**src/design/madt_pkg.sv**
```systemverilog
`default_nettype none
package madt_pkg;
   localparam logic [1:0] OP_BYTE   = 2'd0;
   localparam logic [1:0] OP_IO_RD  = 2'd1;
   localparam logic [1:0] OP_OVR_RD = 2'd2;
   localparam logic [1:0] OP_ISA    = 2'd3;

   localparam logic [7:0] REC_CPU   = 8'd0;
   localparam logic [7:0] REC_IO    = 8'd1;
   localparam logic [7:0] REC_OVR   = 8'd2;
   localparam logic [7:0] REC_NMI   = 8'd3;
   localparam logic [7:0] REC_LNMI  = 8'd4;
   localparam logic [7:0] REC_LADDR = 8'd5;

   localparam int REC_BUF = 12;
   localparam logic [15:0] TALLY_MAX = 16'hffff;

   // Tallies and address override, shown in every result.
   typedef struct packed {
      logic [15:0] cpu_total;
      logic [15:0] io_total;
      logic [15:0] override_count;
      logic [15:0] nmi_total;
      logic        lapic_override_present;
      logic [63:0] lapic_override_address;
   } summary_type;

   function automatic logic [15:0] sat_inc(input logic [15:0] v);
      sat_inc = (v == TALLY_MAX) ? v : v + 16'd1;
   endfunction
endpackage
`default_nettype wire

```
**src/design/madt_parser.sv**
```systemverilog
`default_nettype none
// Record assembler: one table byte per call, builds a record in a small
// register buffer and pulses rec_done with the finished record.
module madt_parser (
   input  wire logic        clock,
   input  wire logic        reset,
   input  wire logic        byte_valid,
   input  wire logic [7:0]  byte_data,
   input  wire logic        byte_last,
   input  wire logic        clear,
   output logic             rec_done,
   output logic [95:0]      rec_bytes,
   output logic [7:0]       rec_len
);
   import madt_pkg::*;
   logic [7:0] buf_ff [REC_BUF];
   logic [7:0] pos_ff, pos_in;
   logic [7:0] len_ff, len_in;
   logic       stop_ff, stop_in;
   logic       done;

   always_comb begin
      pos_in = pos_ff;
      len_in = len_ff;
      stop_in = stop_ff;
      done = 1'b0;
      if (clear) begin
         pos_in = 8'd0;
         len_in = 8'd0;
         stop_in = 1'b0;
      end
      if (byte_valid && !(stop_in)) begin
         if (pos_in == 8'd0) begin
            pos_in = 8'd1;
         end else if (pos_in == 8'd1) begin
            len_in = byte_data;
            if (byte_data < 8'd2) begin
               stop_in = 1'b1;
            end else if (byte_data == 8'd2) begin
               done = 1'b1;
               pos_in = 8'd0;
            end else begin
               pos_in = 8'd2;
            end
         end else begin
            pos_in = pos_in + 8'd1;
            if (pos_in >= len_in) begin
               done = 1'b1;
               pos_in = 8'd0;
            end
         end
      end
      if (byte_valid && byte_last) begin
         pos_in = 8'd0;
         stop_in = 1'b0;
      end
   end

   always_ff @(posedge clock) begin
      if (reset) begin
         pos_ff <= 8'd0;
         len_ff <= 8'd0;
         stop_ff <= 1'b0;
      end else begin
         pos_ff <= pos_in;
         len_ff <= len_in;
         stop_ff <= stop_in;
      end
   end

   // Buffer write uses the position before this byte.
   logic [7:0] wpos;
   assign wpos = clear ? 8'd0 : pos_ff;
   always_ff @(posedge clock) begin
      if (byte_valid && !(stop_ff && !clear) && wpos < 8'(REC_BUF))
         buf_ff[wpos[3:0]] <= byte_data;
   end

   // The finishing byte is merged into the record view.
   always_comb begin
      for (int i = 0; i < REC_BUF; i++) begin
         rec_bytes[i*8 +: 8] = (wpos == 8'(i)) ? byte_data : buf_ff[i];
      end
   end
   assign rec_done = done;
   assign rec_len = (wpos == 8'd1) ? byte_data : len_ff;
endmodule
`default_nettype wire

```
**src/design/madt_route_store.sv**
```systemverilog
`default_nettype none
// Route memories: io controller routes and override routes, one port each,
// registered reads.
module madt_route_store #(
   parameter int IOAPIC_SLOTS = 8,
   parameter int OVERRIDE_SLOTS = 16
) (
   input  wire logic                              clock,
   input  wire logic                              io_we,
   input  wire logic [$clog2(IOAPIC_SLOTS+1)-1:0] io_addr,
   input  wire logic [71:0]                       io_wdata,
   output logic      [71:0]                       io_rdata,
   input  wire logic                              ov_we,
   input  wire logic [$clog2(OVERRIDE_SLOTS+1)-1:0] ov_addr,
   input  wire logic [63:0]                       ov_wdata,
   output logic      [63:0]                       ov_rdata
);
   localparam int IW = (IOAPIC_SLOTS > 1) ? $clog2(IOAPIC_SLOTS) : 1;
   localparam int OW = (OVERRIDE_SLOTS > 1) ? $clog2(OVERRIDE_SLOTS) : 1;
   logic [71:0] io_mem [IOAPIC_SLOTS];
   logic [63:0] ov_mem [OVERRIDE_SLOTS];
   logic [IW-1:0] io_a;
   logic [OW-1:0] ov_a;
   assign io_a = IW'(io_addr);
   assign ov_a = OW'(ov_addr);

   always_ff @(posedge clock) begin
      if (io_we) io_mem[io_a] <= io_wdata;
      io_rdata <= io_mem[io_a];
   end
   always_ff @(posedge clock) begin
      if (ov_we) ov_mem[ov_a] <= ov_wdata;
      ov_rdata <= ov_mem[ov_a];
   end
endmodule
`default_nettype wire

```
**src/design/madt_interrupt_route_table.sv**
```systemverilog
`default_nettype none
// Channel  Dir  tuser        tdata, lowest bit first (padded to whole bytes)       tlast
// req_     in   opcode       data_byte, entry_index, isa_source (24 bits)          last
// rsp_     out  result_kind  found, owner, source_irq, words, tallies, addr (216)   -
// A table byte is accepted while idle and applied in the next cycle, in the byte state;
// a last byte then shows its summary from the output register. A route read goes through
// accept, memory read and result. The ISA lookup reads one stored override a cycle.
// Reset is synchronous and active high, empties the block and marks a fresh table;
// the route memories are not cleared, as slots are guarded by the fill counts.
// A waiting result in the output register holds rsp_ valid and blocks the next request.
module madt_interrupt_route_table #(
   parameter int IOAPIC_SLOTS = 8,
   parameter int OVERRIDE_SLOTS = 16
) (
   input  wire logic         clock,
   input  wire logic         reset,
   input  wire logic         req_tvalid,
   output logic              req_tready,
   input  wire logic [1:0]   req_tuser,  // opcode
   input  wire logic [23:0]  req_tdata,  // data_byte, entry_index, isa_source
   input  wire logic         req_tlast,  // last
   output logic              rsp_tvalid,
   input  wire logic         rsp_tready,
   output logic [1:0]        rsp_tuser,  // result_kind
   output logic [215:0]      rsp_tdata   // found, owner, src, a, b, counts, present, address
);
   import madt_pkg::*;
   localparam int ICW = $clog2(IOAPIC_SLOTS + 1);
   localparam int OCW = $clog2(OVERRIDE_SLOTS + 1);

   localparam logic [2:0] S_IDLE = 3'd0;
   localparam logic [2:0] S_BYTE = 3'd1;
   localparam logic [2:0] S_RD   = 3'd2;
   localparam logic [2:0] S_SCAN = 3'd3;

   logic [2:0]  state_ff, state_in;
   logic [1:0]  op_ff;
   logic [7:0]  byte_ff, isa_ff;
   logic        last_ff;
   logic [5:0]  idx_ff;
   logic        start_ff;
   summary_type sum_ff;
   logic [ICW-1:0] nio_ff;
   logic [OCW-1:0] nov_ff;
   logic [OCW-1:0] scan_ff;
   logic        found_ff;
   logic [7:0]  owner_ff, src_ff;
   logic [31:0] wa_ff, wb_ff;
   logic        ovalid_ff;

   logic        accept;
   assign req_tready = (state_ff == S_IDLE) && !ovalid_ff;
   assign accept = req_tvalid && req_tready;

   // Parser.
   logic        p_valid, p_done;
   logic [95:0] rb;
   logic [7:0]  rlen;
   assign p_valid = (state_ff == S_BYTE);
   madt_parser u_parser (
      .clock(clock), .reset(reset), .byte_valid(p_valid), .byte_data(byte_ff),
      .byte_last(last_ff), .clear(p_valid && start_ff), .rec_done(p_done),
      .rec_bytes(rb), .rec_len(rlen)
   );

   // Route memories.
   logic [ICW-1:0] io_addr;
   logic [OCW-1:0] ov_addr;
   logic           io_we, ov_we;
   logic [71:0]    io_rdata;
   logic [63:0]    ov_rdata;
   logic [7:0]     rtype;
   logic [ICW-1:0] nio_base;
   logic [OCW-1:0] nov_base;
   assign rtype = rb[7:0];
   assign nio_base = start_ff ? '0 : nio_ff;
   assign nov_base = start_ff ? '0 : nov_ff;
   assign io_we = p_done && rtype == REC_IO && rlen >= 8'd12
                  && nio_base < ICW'(IOAPIC_SLOTS);
   assign ov_we = p_done && rtype == REC_OVR && rlen >= 8'd10
                  && nov_base < OCW'(OVERRIDE_SLOTS);
   // While idle the memories are addressed from the offered beat, so that the
   // read data is ready in the cycle after acceptance.
   always_comb begin
      io_addr = ICW'(req_tdata[13:8]);
      ov_addr = (req_tuser == OP_ISA) ? '0 : OCW'(req_tdata[13:8]);
      if (state_ff == S_BYTE) begin
         io_addr = nio_base;
         ov_addr = nov_base;
      end else if (state_ff == S_SCAN) begin
         ov_addr = scan_ff;
      end
   end
   madt_route_store #(.IOAPIC_SLOTS(IOAPIC_SLOTS), .OVERRIDE_SLOTS(OVERRIDE_SLOTS)) u_store (
      .clock(clock),
      .io_we(io_we), .io_addr(io_addr), .io_wdata({rb[23:16], rb[63:32], rb[95:64]}),
      .io_rdata(io_rdata),
      .ov_we(ov_we), .ov_addr(ov_addr),
      .ov_wdata({rb[23:16], rb[31:24], rb[79:64], rb[63:32]}), .ov_rdata(ov_rdata)
   );

   // Record effects on the tallies.
   summary_type sum_base, sum_next;
   always_comb begin
      sum_base = start_ff ? '0 : sum_ff;
      sum_next = sum_base;
      if (p_done) begin
         case (rtype)
            REC_CPU: if (rlen >= 8'd8 && rb[33:32] != 2'b00)
               sum_next.cpu_total = sat_inc(sum_base.cpu_total);
            REC_IO: if (rlen >= 8'd12)
               sum_next.io_total = sat_inc(sum_base.io_total);
            REC_OVR: if (rlen >= 8'd10)
               sum_next.override_count = sat_inc(sum_base.override_count);
            REC_NMI, REC_LNMI:
               sum_next.nmi_total = sat_inc(sum_base.nmi_total);
            REC_LADDR: if (rlen >= 8'd12) begin
               sum_next.lapic_override_present = 1'b1;
               sum_next.lapic_override_address = rb[95:32];
            end
            default: ;
         endcase
      end
   end

   logic [OCW-1:0] scan_prev;
   logic           scan_hit;
   assign scan_prev = scan_ff - OCW'(1);
   assign scan_hit = ov_rdata[63:56] == 8'd0 && ov_rdata[55:48] == isa_ff;

   always_comb begin
      state_in = state_ff;
      case (state_ff)
         S_IDLE: if (accept) begin
            case (req_tuser)
               OP_BYTE: state_in = S_BYTE;
               OP_ISA:  state_in = S_SCAN;
               default: state_in = S_RD;
            endcase
         end
         S_BYTE: state_in = S_IDLE;
         S_RD:   state_in = S_IDLE;
         S_SCAN: if ((scan_ff != '0 && scan_hit) || scan_ff == nov_ff
                     || scan_ff == OCW'(OVERRIDE_SLOTS)) state_in = S_IDLE;
         default: state_in = S_IDLE;
      endcase
   end

   always_ff @(posedge clock) begin
      if (reset) begin
         state_ff <= S_IDLE;
         start_ff <= 1'b1;
         ovalid_ff <= 1'b0;
         sum_ff <= '0;
         nio_ff <= '0;
         nov_ff <= '0;
      end else begin
         state_ff <= state_in;
         if (ovalid_ff && rsp_tready) ovalid_ff <= 1'b0;
         if (state_ff == S_BYTE) begin
            sum_ff <= sum_next;
            nio_ff <= nio_base + ICW'(io_we);
            nov_ff <= nov_base + OCW'(ov_we);
            start_ff <= last_ff;
            if (last_ff) ovalid_ff <= 1'b1;
         end
         if (state_ff == S_RD || (state_ff == S_SCAN && state_in == S_IDLE))
            ovalid_ff <= 1'b1;
      end
   end

   always_ff @(posedge clock) begin
      if (accept) begin
         op_ff <= req_tuser;
         byte_ff <= req_tdata[7:0];
         idx_ff <= req_tdata[13:8];
         isa_ff <= req_tdata[21:14];
         last_ff <= req_tlast;
         scan_ff <= '0;
      end
      if (state_ff == S_SCAN) scan_ff <= scan_ff + OCW'(1);
      case (state_ff)
         S_BYTE: begin
            found_ff <= 1'b0; owner_ff <= '0; src_ff <= '0; wa_ff <= '0; wb_ff <= '0;
         end
         S_RD: begin
            if (op_ff == OP_IO_RD && {2'b0, idx_ff} < 8'(nio_ff)
                && {2'b0, idx_ff} < 8'(IOAPIC_SLOTS)) begin
               found_ff <= 1'b1;
               owner_ff <= io_rdata[71:64];
               src_ff <= '0;
               wa_ff <= io_rdata[63:32];
               wb_ff <= io_rdata[31:0];
            end else if (op_ff == OP_OVR_RD && {2'b0, idx_ff} < 8'(nov_ff)
                && {2'b0, idx_ff} < 8'(OVERRIDE_SLOTS)) begin
               found_ff <= 1'b1;
               owner_ff <= ov_rdata[63:56];
               src_ff <= ov_rdata[55:48];
               wb_ff <= {16'd0, ov_rdata[47:32]};
               wa_ff <= ov_rdata[31:0];
            end else begin
               found_ff <= 1'b0; owner_ff <= '0; src_ff <= '0; wa_ff <= '0; wb_ff <= '0;
            end
         end
         S_SCAN: begin
            // ov_rdata holds slot scan_ff - 1 once scan_ff is non-zero.
            if (scan_ff != '0 && scan_hit && scan_prev < nov_ff) begin
               found_ff <= 1'b1; owner_ff <= '0; src_ff <= isa_ff;
               wb_ff <= {16'd0, ov_rdata[47:32]};
               wa_ff <= ov_rdata[31:0];
            end else begin
               found_ff <= 1'b0; owner_ff <= '0; src_ff <= isa_ff;
               wa_ff <= {24'd0, isa_ff}; wb_ff <= '0;
            end
         end
         default: ;
      endcase
   end

   assign rsp_tvalid = ovalid_ff;
   assign rsp_tuser = op_ff;
   assign rsp_tdata = {6'd0, sum_ff.lapic_override_address, sum_ff.lapic_override_present,
                       sum_ff.nmi_total, sum_ff.override_count, sum_ff.io_total,
                       sum_ff.cpu_total, wb_ff, wa_ff, src_ff, owner_ff, found_ff};
endmodule
`default_nettype wire

```
**config.mk**
```make
export PLATFORM = sky130hd
export DESIGN_NAME = madt_interrupt_route_table
export DESIGN_NICKNAME = d
export VERILOG_FILES = /design/src/design/madt_pkg.sv /design/src/design/madt_parser.sv /design/src/design/madt_route_store.sv /design/src/design/madt_interrupt_route_table.sv
export SDC_FILE = /design/constraint.sdc
export NUM_CORES = 2
export LEC_CHECK = 0
export BUFFER_PORTS_ARGS = -buffer_cell sky130_fd_sc_hd__buf_2
export CAP_MARGIN = 20
export CORE_UTILIZATION = 66
export DETAILED_ROUTE_END_ITERATION = 16
export GPL_ROUTABILITY_DRIVEN = 0
export PLACE_DENSITY = 0.86
export SLEW_MARGIN = 20
export SYNTH_ARGS = -nofsm -noshare
export SYNTH_HDL_FRONTEND = slang
export SYNTH_SLANG_ARGS = --single-unit
```
**constraint.sdc**
```tcl
create_clock -name clock -period 24.5 [get_ports clock]
set_clock_uncertainty 0.15 [all_clocks]
set_input_delay 1.225 -clock clock [delete_from_list [all_inputs] [get_ports clock]]
set_output_delay 1.225 -clock clock [all_outputs]
set_load 0.01 [all_outputs]
```
=== Word level (Yosys, flattened, before mapping) ===
Memories as Yosys holds them, arrays and structs flattened. A register that Yosys moved wholly into a read port is not among the register bits.
Index checks and enable logic that the tools add are counted.

* Memory bits (writable): 1,696
* Memories: 3
* Logic and storage cells: 214
* Register bits: 271
* Output and inout port bits: 220

* Add/sub/neg operators: 9
* Magnitude comparators: 13
* Multiplexer cells: 89
* Reduce and logical (&&, ||, !) cells: 45
* Equality and inequality tests: 30

{| class="wikitable"
|+ Memories
! memory !! words !! width !! read ports !! clocked after Yosys merged registers in !! write ports !! RTL line !! text
|-
| u_store.ov_mem || 16 || 64 || 1 || 1 || 1 || madt_route_store.sv:21 || <nowiki>logic [63:0] ov_mem [OVERRIDE_SLOTS];</nowiki>
|-
| u_store.io_mem || 8 || 72 || 1 || 1 || 1 || madt_route_store.sv:20 || <nowiki>logic [71:0] io_mem [IOAPIC_SLOTS];</nowiki>
|-
| u_parser.buf_ff || 12 || 8 || 11 || 0 || 1 || madt_parser.sv:16 || <nowiki>logic [7:0] buf_ff [REC_BUF];</nowiki>
|}

{| class="wikitable"
|+ Operators by type and width
! kind !! number
|-
| 129-bit two-way mux || 2
|-
| 16-bit two-way mux || 13
|-
| 8-bit two-way mux || 26
|-
| 32-bit one-hot mux with 3 select lines || 2
|-
| 65-bit two-way mux || 2
|-
| 32-bit two-way mux || 4
|-
| 16-bit by 1-bit adder with 16-bit output (second input constant) || 4
|-
| 16-bit equality test (second input constant) || 4
|-
| 8-bit by 3-bit equality test with 1-bit output (second input constant) || 6
|-
| 8-bit by 2-bit equality test with 1-bit output (second input constant) || 5
|-
| 8-bit by 4-bit equality test with 1-bit output (second input constant) || 4
|-
| 8-bit by 4-bit greater-or-equal comparator with 1-bit output (second input constant) || 3
|-
| 1-bit logical AND || 24
|-
| 8-bit logical NOT || 3
|-
| 1-bit two-way mux || 24
|-
| 8-bit one-hot mux with 3 select lines || 1
|-
| 8-bit by 1-bit equality test with 1-bit output (second input constant) || 2
|-
| 4-bit two-way mux || 4
|-
| 8-bit one-hot mux with 2 select lines || 1
|-
| 5-bit two-way mux || 3
|-
| 3-bit two-way mux || 3
|-
| 8-bit by 1-bit adder with 8-bit output (second input constant) || 1
|-
| 8-bit equality test || 1
|-
| 8-bit greater-or-equal comparator || 1
|-
| 31 further kinds || 43
|}

=== Logic depth before layout (Yosys ltp) ===
* Depth after elaboration: 14
* Mapped depth: 20
* Depth with buffers taken out: 17

=== Modules after synthesis ===
A second synthesis with hierarchy kept.

* Cells, all modules: 4,198
* Area, all modules: 79,915.4 sq um

{| class="wikitable"
|+ Modules (own cells, without submodules)
! module !! instances !! area each (sq um) !! cells each
|-
| madt_route_store || 1 || 62,635.1 || 2,567
|-
| madt_interrupt_route_table || 1 || 11,888.9 || 1,216
|-
| madt_parser || 1 || 5,391.4 || 415
|}

=== Least setup slack after synthesis ===
Ideal clock, no wire load.

* Path kind: reg2reg
* Start point: reg state_ff[1]
* End point: mem u_store.ov_mem[13][0] (enable)
* Path slack: 13.677 ns
* Clock period less this slack: 10.823 ns
* Stages on the path, launching flop included: 15
* Data arrival time: 10.006 ns
* Path through: dfxtp_1 -> nand4bb_1 -> clkbuf_1 -> clkbuf_1 -> clkbuf_1 -> clkbuf_1 -> nand2_1 -> ha_1 -> nand4_1 -> a311oi_1 -> nor3_1 -> a21oi_2 -> o211ai_1 -> clkbuf_1 -> nor4b_1

* Cells in the longest elaborated chain, start to end: 14
* Elaborated cells on any way between the ends: 27
* Those cells by class: add/sub (1); order compare (2); eq/ne (4); mux (13); reduce/logical (7)

{| class="wikitable"
|+ RTL lines
! what !! RTL line !! text
|-
| start, declared || madt_interrupt_route_table.sv:36 || <nowiki>logic [2:0] state_ff, state_in;</nowiki>
|-
| start signal, assigned || madt_interrupt_route_table.sv:158 || <nowiki>state_ff <= state_in;</nowiki>
|-
| 3-bit by 1-bit equality test with 1-bit output || madt_interrupt_route_table.sv:59, madt_interrupt_route_table.sv:87 ||
|-
| 1-bit logical AND || madt_interrupt_route_table.sv:62 || <nowiki>.byte_last(last_ff), .clear(p_valid && start_ff), .rec_done(p_done),</nowiki>
|-
| 8-bit two-way mux || madt_parser.sv:27, madt_parser.sv:73 ||
|-
| 8-bit by 1-bit adder with 8-bit output || madt_parser.sv:46 || <nowiki>pos_in = pos_in + 8'd1;</nowiki>
|-
| 8-bit greater-or-equal comparator || madt_parser.sv:47 || <nowiki>if (pos_in >= len_in) begin</nowiki>
|-
| 1-bit two-way mux || madt_parser.sv:47 ||
|-
| 1-bit two-way mux || madt_parser.sv:35 || <nowiki>end else if (pos_in == 8'd1) begin</nowiki>
|-
| 1-bit two-way mux || madt_parser.sv:33 || <nowiki>if (pos_in == 8'd0) begin</nowiki>
|-
| 1-bit two-way mux || madt_parser.sv:32 || <nowiki>if (byte_valid && !(stop_in)) begin</nowiki>
|-
| 1-bit logical AND (2 in series) || madt_interrupt_route_table.sv:80 || <nowiki>assign ov_we = p_done && rtype == REC_OVR && rlen >= 8'd10</nowiki>
|-
| 1-bit logical AND || madt_interrupt_route_table.sv:81 || <nowiki>&& nov_base < OCW'(OVERRIDE_SLOTS);</nowiki>
|-
| 1-bit two-way mux || madt_route_store.sv:32 || <nowiki>if (ov_we) ov_mem[ov_a] <= ov_wdata;</nowiki>
|-
| 1-bit two-way mux (not written as such) || madt_route_store.sv:32 ||
|-
| end, declared || madt_route_store.sv:21 ||
|}

Several ways; a longest one is shown, not always the timed one.

=== Final worst setup path ===
* Start point: reg state_ff[1]
* End point: mem u_store.io_mem[7][0] (enable)

* Cells in the longest elaborated chain, start to end: 14
* Elaborated cells on any way between the ends: 25
* Those cells by class: add/sub (1); order compare (2); eq/ne (3); mux (12); reduce/logical (7)

{| class="wikitable"
|+ RTL lines
! what !! RTL line !! text
|-
| 3-bit by 1-bit equality test with 1-bit output (*) || madt_interrupt_route_table.sv:59, madt_interrupt_route_table.sv:87 ||
|-
| 1-bit logical AND || madt_interrupt_route_table.sv:62 ||
|-
| 8-bit two-way mux || madt_parser.sv:27, madt_parser.sv:73 ||
|-
| 8-bit by 1-bit adder with 8-bit output || madt_parser.sv:46 ||
|-
| 8-bit greater-or-equal comparator || madt_parser.sv:47 ||
|-
| 1-bit two-way mux || madt_parser.sv:47 ||
|-
| 1-bit two-way mux || madt_parser.sv:35 ||
|-
| 1-bit two-way mux || madt_parser.sv:33 ||
|-
| 1-bit two-way mux || madt_parser.sv:32 ||
|-
| 1-bit logical AND (2 in series) || madt_interrupt_route_table.sv:78 || <nowiki>assign io_we = p_done && rtype == REC_IO && rlen >= 8'd12</nowiki>
|-
| 1-bit logical AND || madt_interrupt_route_table.sv:79 || <nowiki>&& nio_base < ICW'(IOAPIC_SLOTS);</nowiki>
|-
| 1-bit two-way mux || madt_route_store.sv:28 || <nowiki>if (io_we) io_mem[io_a] <= io_wdata;</nowiki>
|-
| 1-bit two-way mux (not written as such) || madt_route_store.sv:28 ||
|-
| end, declared || madt_route_store.sv:20 ||
|}

Mark *: on every way between the ends. The rest lies on a longest branch, timed or not.

==> flow_metrics.env <==
export IMPL_die_h_microns=351
export IMPL_cp_num_buf_inv=2
export IMPL_firstDrtPassIters=12
export IMPL_synthSimpleGateAreaFrac_pct=11.1
export IMPL_routedWlPerCell_microns=30.5
export IMPL_synth_seq_cells=2095
export IMPL_rows=127
export IMPL_die_area_sq_um=123000
export IMPL_regArea_sq_um=59900
export IMPL_final_period_utilization_pct=27.5
export IMPL_holdBufCountCts=0
export IMPL_cp_arrival_ns=7.03
export IMPL_criticalPathCategory="flop to flop"
export IMPL_cts_buffers=185
export IMPL_preCtsSetupSlack_ns=17.74
export IMPL_drt_wl_total_microns=231000
export IMPL_ioPinCount=251
export IMPL_p_total_mw=7.10
export IMPL_tightest_slew_ns=1.45
export IMPL_ant_nets=0
export IMPL_setup_viol=0
export IMPL_synth_top_family_by_area="simple AND/OR/NAND/NOR gates"
export IMPL_synth_area_sq_um=80200
export IMPL_dpl_hpwl_microns=117000
export IMPL_fill_cells=6297
export IMPL_start_util_pct=66.7
export IMPL_min_path_type="flop to flop"
export IMPL_clock_latency_ns=0.84
export IMPL_netSwitchingFraction_pct=22.2
export IMPL_fin_hold_ws_ns=0.309
export IMPL_max_slew_margin_pct=3.16
export IMPL_period_needed_ns=6.74
export IMPL_drc=0
export IMPL_crit_fanout=56
export IMPL_fin_tns_setup_ns=0
export IMPL_grt_overflow=0
export IMPL_intPower_mw=5.53
export IMPL_drt_iter0_markers=9902
export IMPL_routed_via_density=7.17
export IMPL_min_from="nio_ff[3]"
export IMPL_cp_required_ns=24.79
export IMPL_area_delta_synth_final_pct=11.5
export IMPL_synth_xor_area_share_pct=0.470
export IMPL_io_buffers=242
export IMPL_status="finished, final reports clean"
export IMPL_synthMuxAreaShare_pct=4.14
export IMPL_yosysWarnings=0
export IMPL_async_flop_share_pct=0
export IMPL_fmax_mhz=148
export IMPL_startpoint="state_ff[1]"
export IMPL_path_clk_slew_ns=0.06
export IMPL_rsz0062_at_grt="false"
export IMPL_post_cts_buffers=0
export IMPL_post_route_util_pct=74.4
export IMPL_antenna_found_initial=7
export IMPL_synth_edff_count=1799
export IMPL_r2r_start="state_ff[1]"
export IMPL_p_clk_share_pct=40.9
export IMPL_synth_compound_area_share_pct=7.15
export IMPL_final_common_cell="edfxtp_1"
export IMPL_fin_ws_ns=17.76
export IMPL_core_sq_um=120000
export IMPL_grt_max_degree=218
export IMPL_cp_top_family="simple AND/OR/NAND/NOR gates"
export IMPL_p_seq_share_pct=54.6
export IMPL_first_global_vias=53300
export IMPL_drv_slew=0
export IMPL_grt_usage_pct=37.2
export IMPL_synthCells=5614
export IMPL_cp_slowest_stage_delay_ns=0.98
export IMPL_final_layout_size_suffix_gt1_share_pct=13.3
export IMPL_cp_slowest_cell="buf_4"
export IMPL_grt_pass1_wl_microns=334000
export IMPL_leakagePower_nw=31.3
export IMPL_dieWidth_microns=351
export IMPL_synth_fa_ha_area_share_pct=0.484
export IMPL_clockBufferDepth=3
export IMPL_yosys_most_used_dff="edfxtp_1"
export IMPL_final_hold_violation_count=0
export IMPL_startpoint_type="flop"
export IMPL_mostFrequentLayoutCells="1799 x edfxtp_1, 1118 x nand2_1, 447 x nand3_1, 296 x dfxtp_1, 241 x buf_2"
export IMPL_yosysSeqAreaShare_pct=74.8
export IMPL_avgSynthCellArea_sq_um=14.3
export IMPL_clock_root_buffer="clkbuf_16"
export IMPL_cts_tree="done"
export IMPL_maxCapViolCount=0
export IMPL_crit_path_cell_trace="nand4bb_4 > nand4_1 > nor2_1 > nand2_1 > xor2_1 > ha_1 > nand4_1 > a311oi_1 > nor3_1 > a21oi_2 > buf_4 > o2111ai_2 > nor2b_4 > buf_4"
export IMPL_htreeDepth=4
export IMPL_end_kind="flop"
export IMPL_power_per_cell_area_nw_per_um2=79.4
export IMPL_multi_input_area_sq_um=19200
export IMPL_ys_types=89
export IMPL_vias=54400
export IMPL_layout_nets=5872
export IMPL_cts_sink_count=2095
export IMPL_cts_resized_gates=0
export IMPL_p_switching_mw=1.58
export IMPL_ir_drop_mv=0.0713
export IMPL_pwr_share_comb_pct=4.5
==> worst reg2reg max path, delay by kind of cell (launching register included) <==
family / cells / cell delay (ns)
AND/OR/NAND/NOR: 7 / 2.53
XOR/XNOR: 1 / 0.20
AO/OA/AOI/OAI: 3 / 1.08
buffers and inverters: 2 / 1.27
adder cells (fa/ha/maj): 1 / 0.33
flip-flops: 1 / 0.68
==> cell type report <==
class	count	area share (%)
Antenna cell	5	0.0140
Clock buffer	272	5.88
Clock inverter	78	0.867
Inverter	29	0.122
Multi-Input combinational cell	3142	21.4
Sequential cell	2095	67.0
Tap cell	1612	2.26
Timing Repair Buffer	357	2.41
==> flip-flops by register name (all words and copies together) (netlist names), 32 cells and up <==
name and count:
wb_ff 32, rsp_tdata 129, u_parser.buf_ff 88, wa_ff 32, u_store.io_mem 576, u_store.io_rdata 72
u_store.ov_rdata 64, u_store.ov_mem 1024
==> power groups by stage <==
stage,sequential [mW],combinational [mW],clock (mW)
after floorplan,3.95,0.193,0
after global placement,3.95,0.283,0
after detailed placement,3.95,0.295,0
after CTS,3.88,0.305,2.89
after global routing,3.88,0.330,3.02
final,3.88,0.319,2.90
==> through the flow <==
stage,cell area [sq um],cells
final,89400,7590
after CTS,89300,7582
after global routing,89400,7586
after global placement,83300,7232
after floorplan,80200,5620
after detailed placement,83300,7232
==> metal layers <==
metal	global-route usage, %	vias up	wire, microns
met3	9.90	1167	35800
met5	0	-	37
met4	23.0	6	15500
met2	58.2	5697	107000
met1	46.7	25900	73200
li1	-	21600	-
==> final timing paths <==
path / endpoint / slack [ns] / depth (start not counted)
worst max-delay path: u_store.io_mem[7][0] / 17.76 / 14
worst min-delay path: nio_ff[3] / 0.31 / 2
worst max register to register: u_store.io_mem[7][0] / 17.76 / 14
worst min register to register: nio_ff[3] / 0.31 / 2
==> synth_stat cells, types with 15 or more instances <==
master / number / area share, %
a211oi_1: 37 / 0.35
a21o_1: 17 / 0.16
a21oi_1: 97 / 0.61
a221oi_1: 39 / 0.43
a22o_1: 110 / 1.2
a22oi_1: 183 / 1.7
a32oi_1: 65 / 0.71
and2_1: 29 / 0.23
and3_1: 48 / 0.37
buf_1: 17 / 0.080
buf_2: 22 / 0.14
clkbuf_1: 308 / 1.4
dfxtp_1: 296 / 7.4
edfxtp_1: 1799 / 67
ha_1: 31 / 0.48
inv_1: 28 / 0.13
mux2_2: 81 / 1.1
mux2i_1: 230 / 2.9
nand2_1: 1121 / 5.2
nand3_1: 448 / 2.8
nand4_1: 63 / 0.49
nor2_1: 124 / 0.58
nor2b_1: 23 / 0.18
nor3_1: 25 / 0.16
nor4_1: 24 / 0.19
o211ai_1: 21 / 0.20
o21ai_0: 15 / 0.094
o21ai_1: 19 / 0.12
o221ai_1: 64 / 0.70
o22ai_1: 18 / 0.14
xnor2_1: 32 / 0.35
==> logic make-up (layout without fill, tap and decap cells) <==
kind of cell	Yosys count	after routing
flops	2095	2095
simple gates	1991	1991
compound gates	750	750
buf+inv	383	736
mux	320	320
xor+xnor	43	43
fa+ha+maj	31	31
other cells	1	12
No activity file was read; power rests on OpenSTA's default activity.
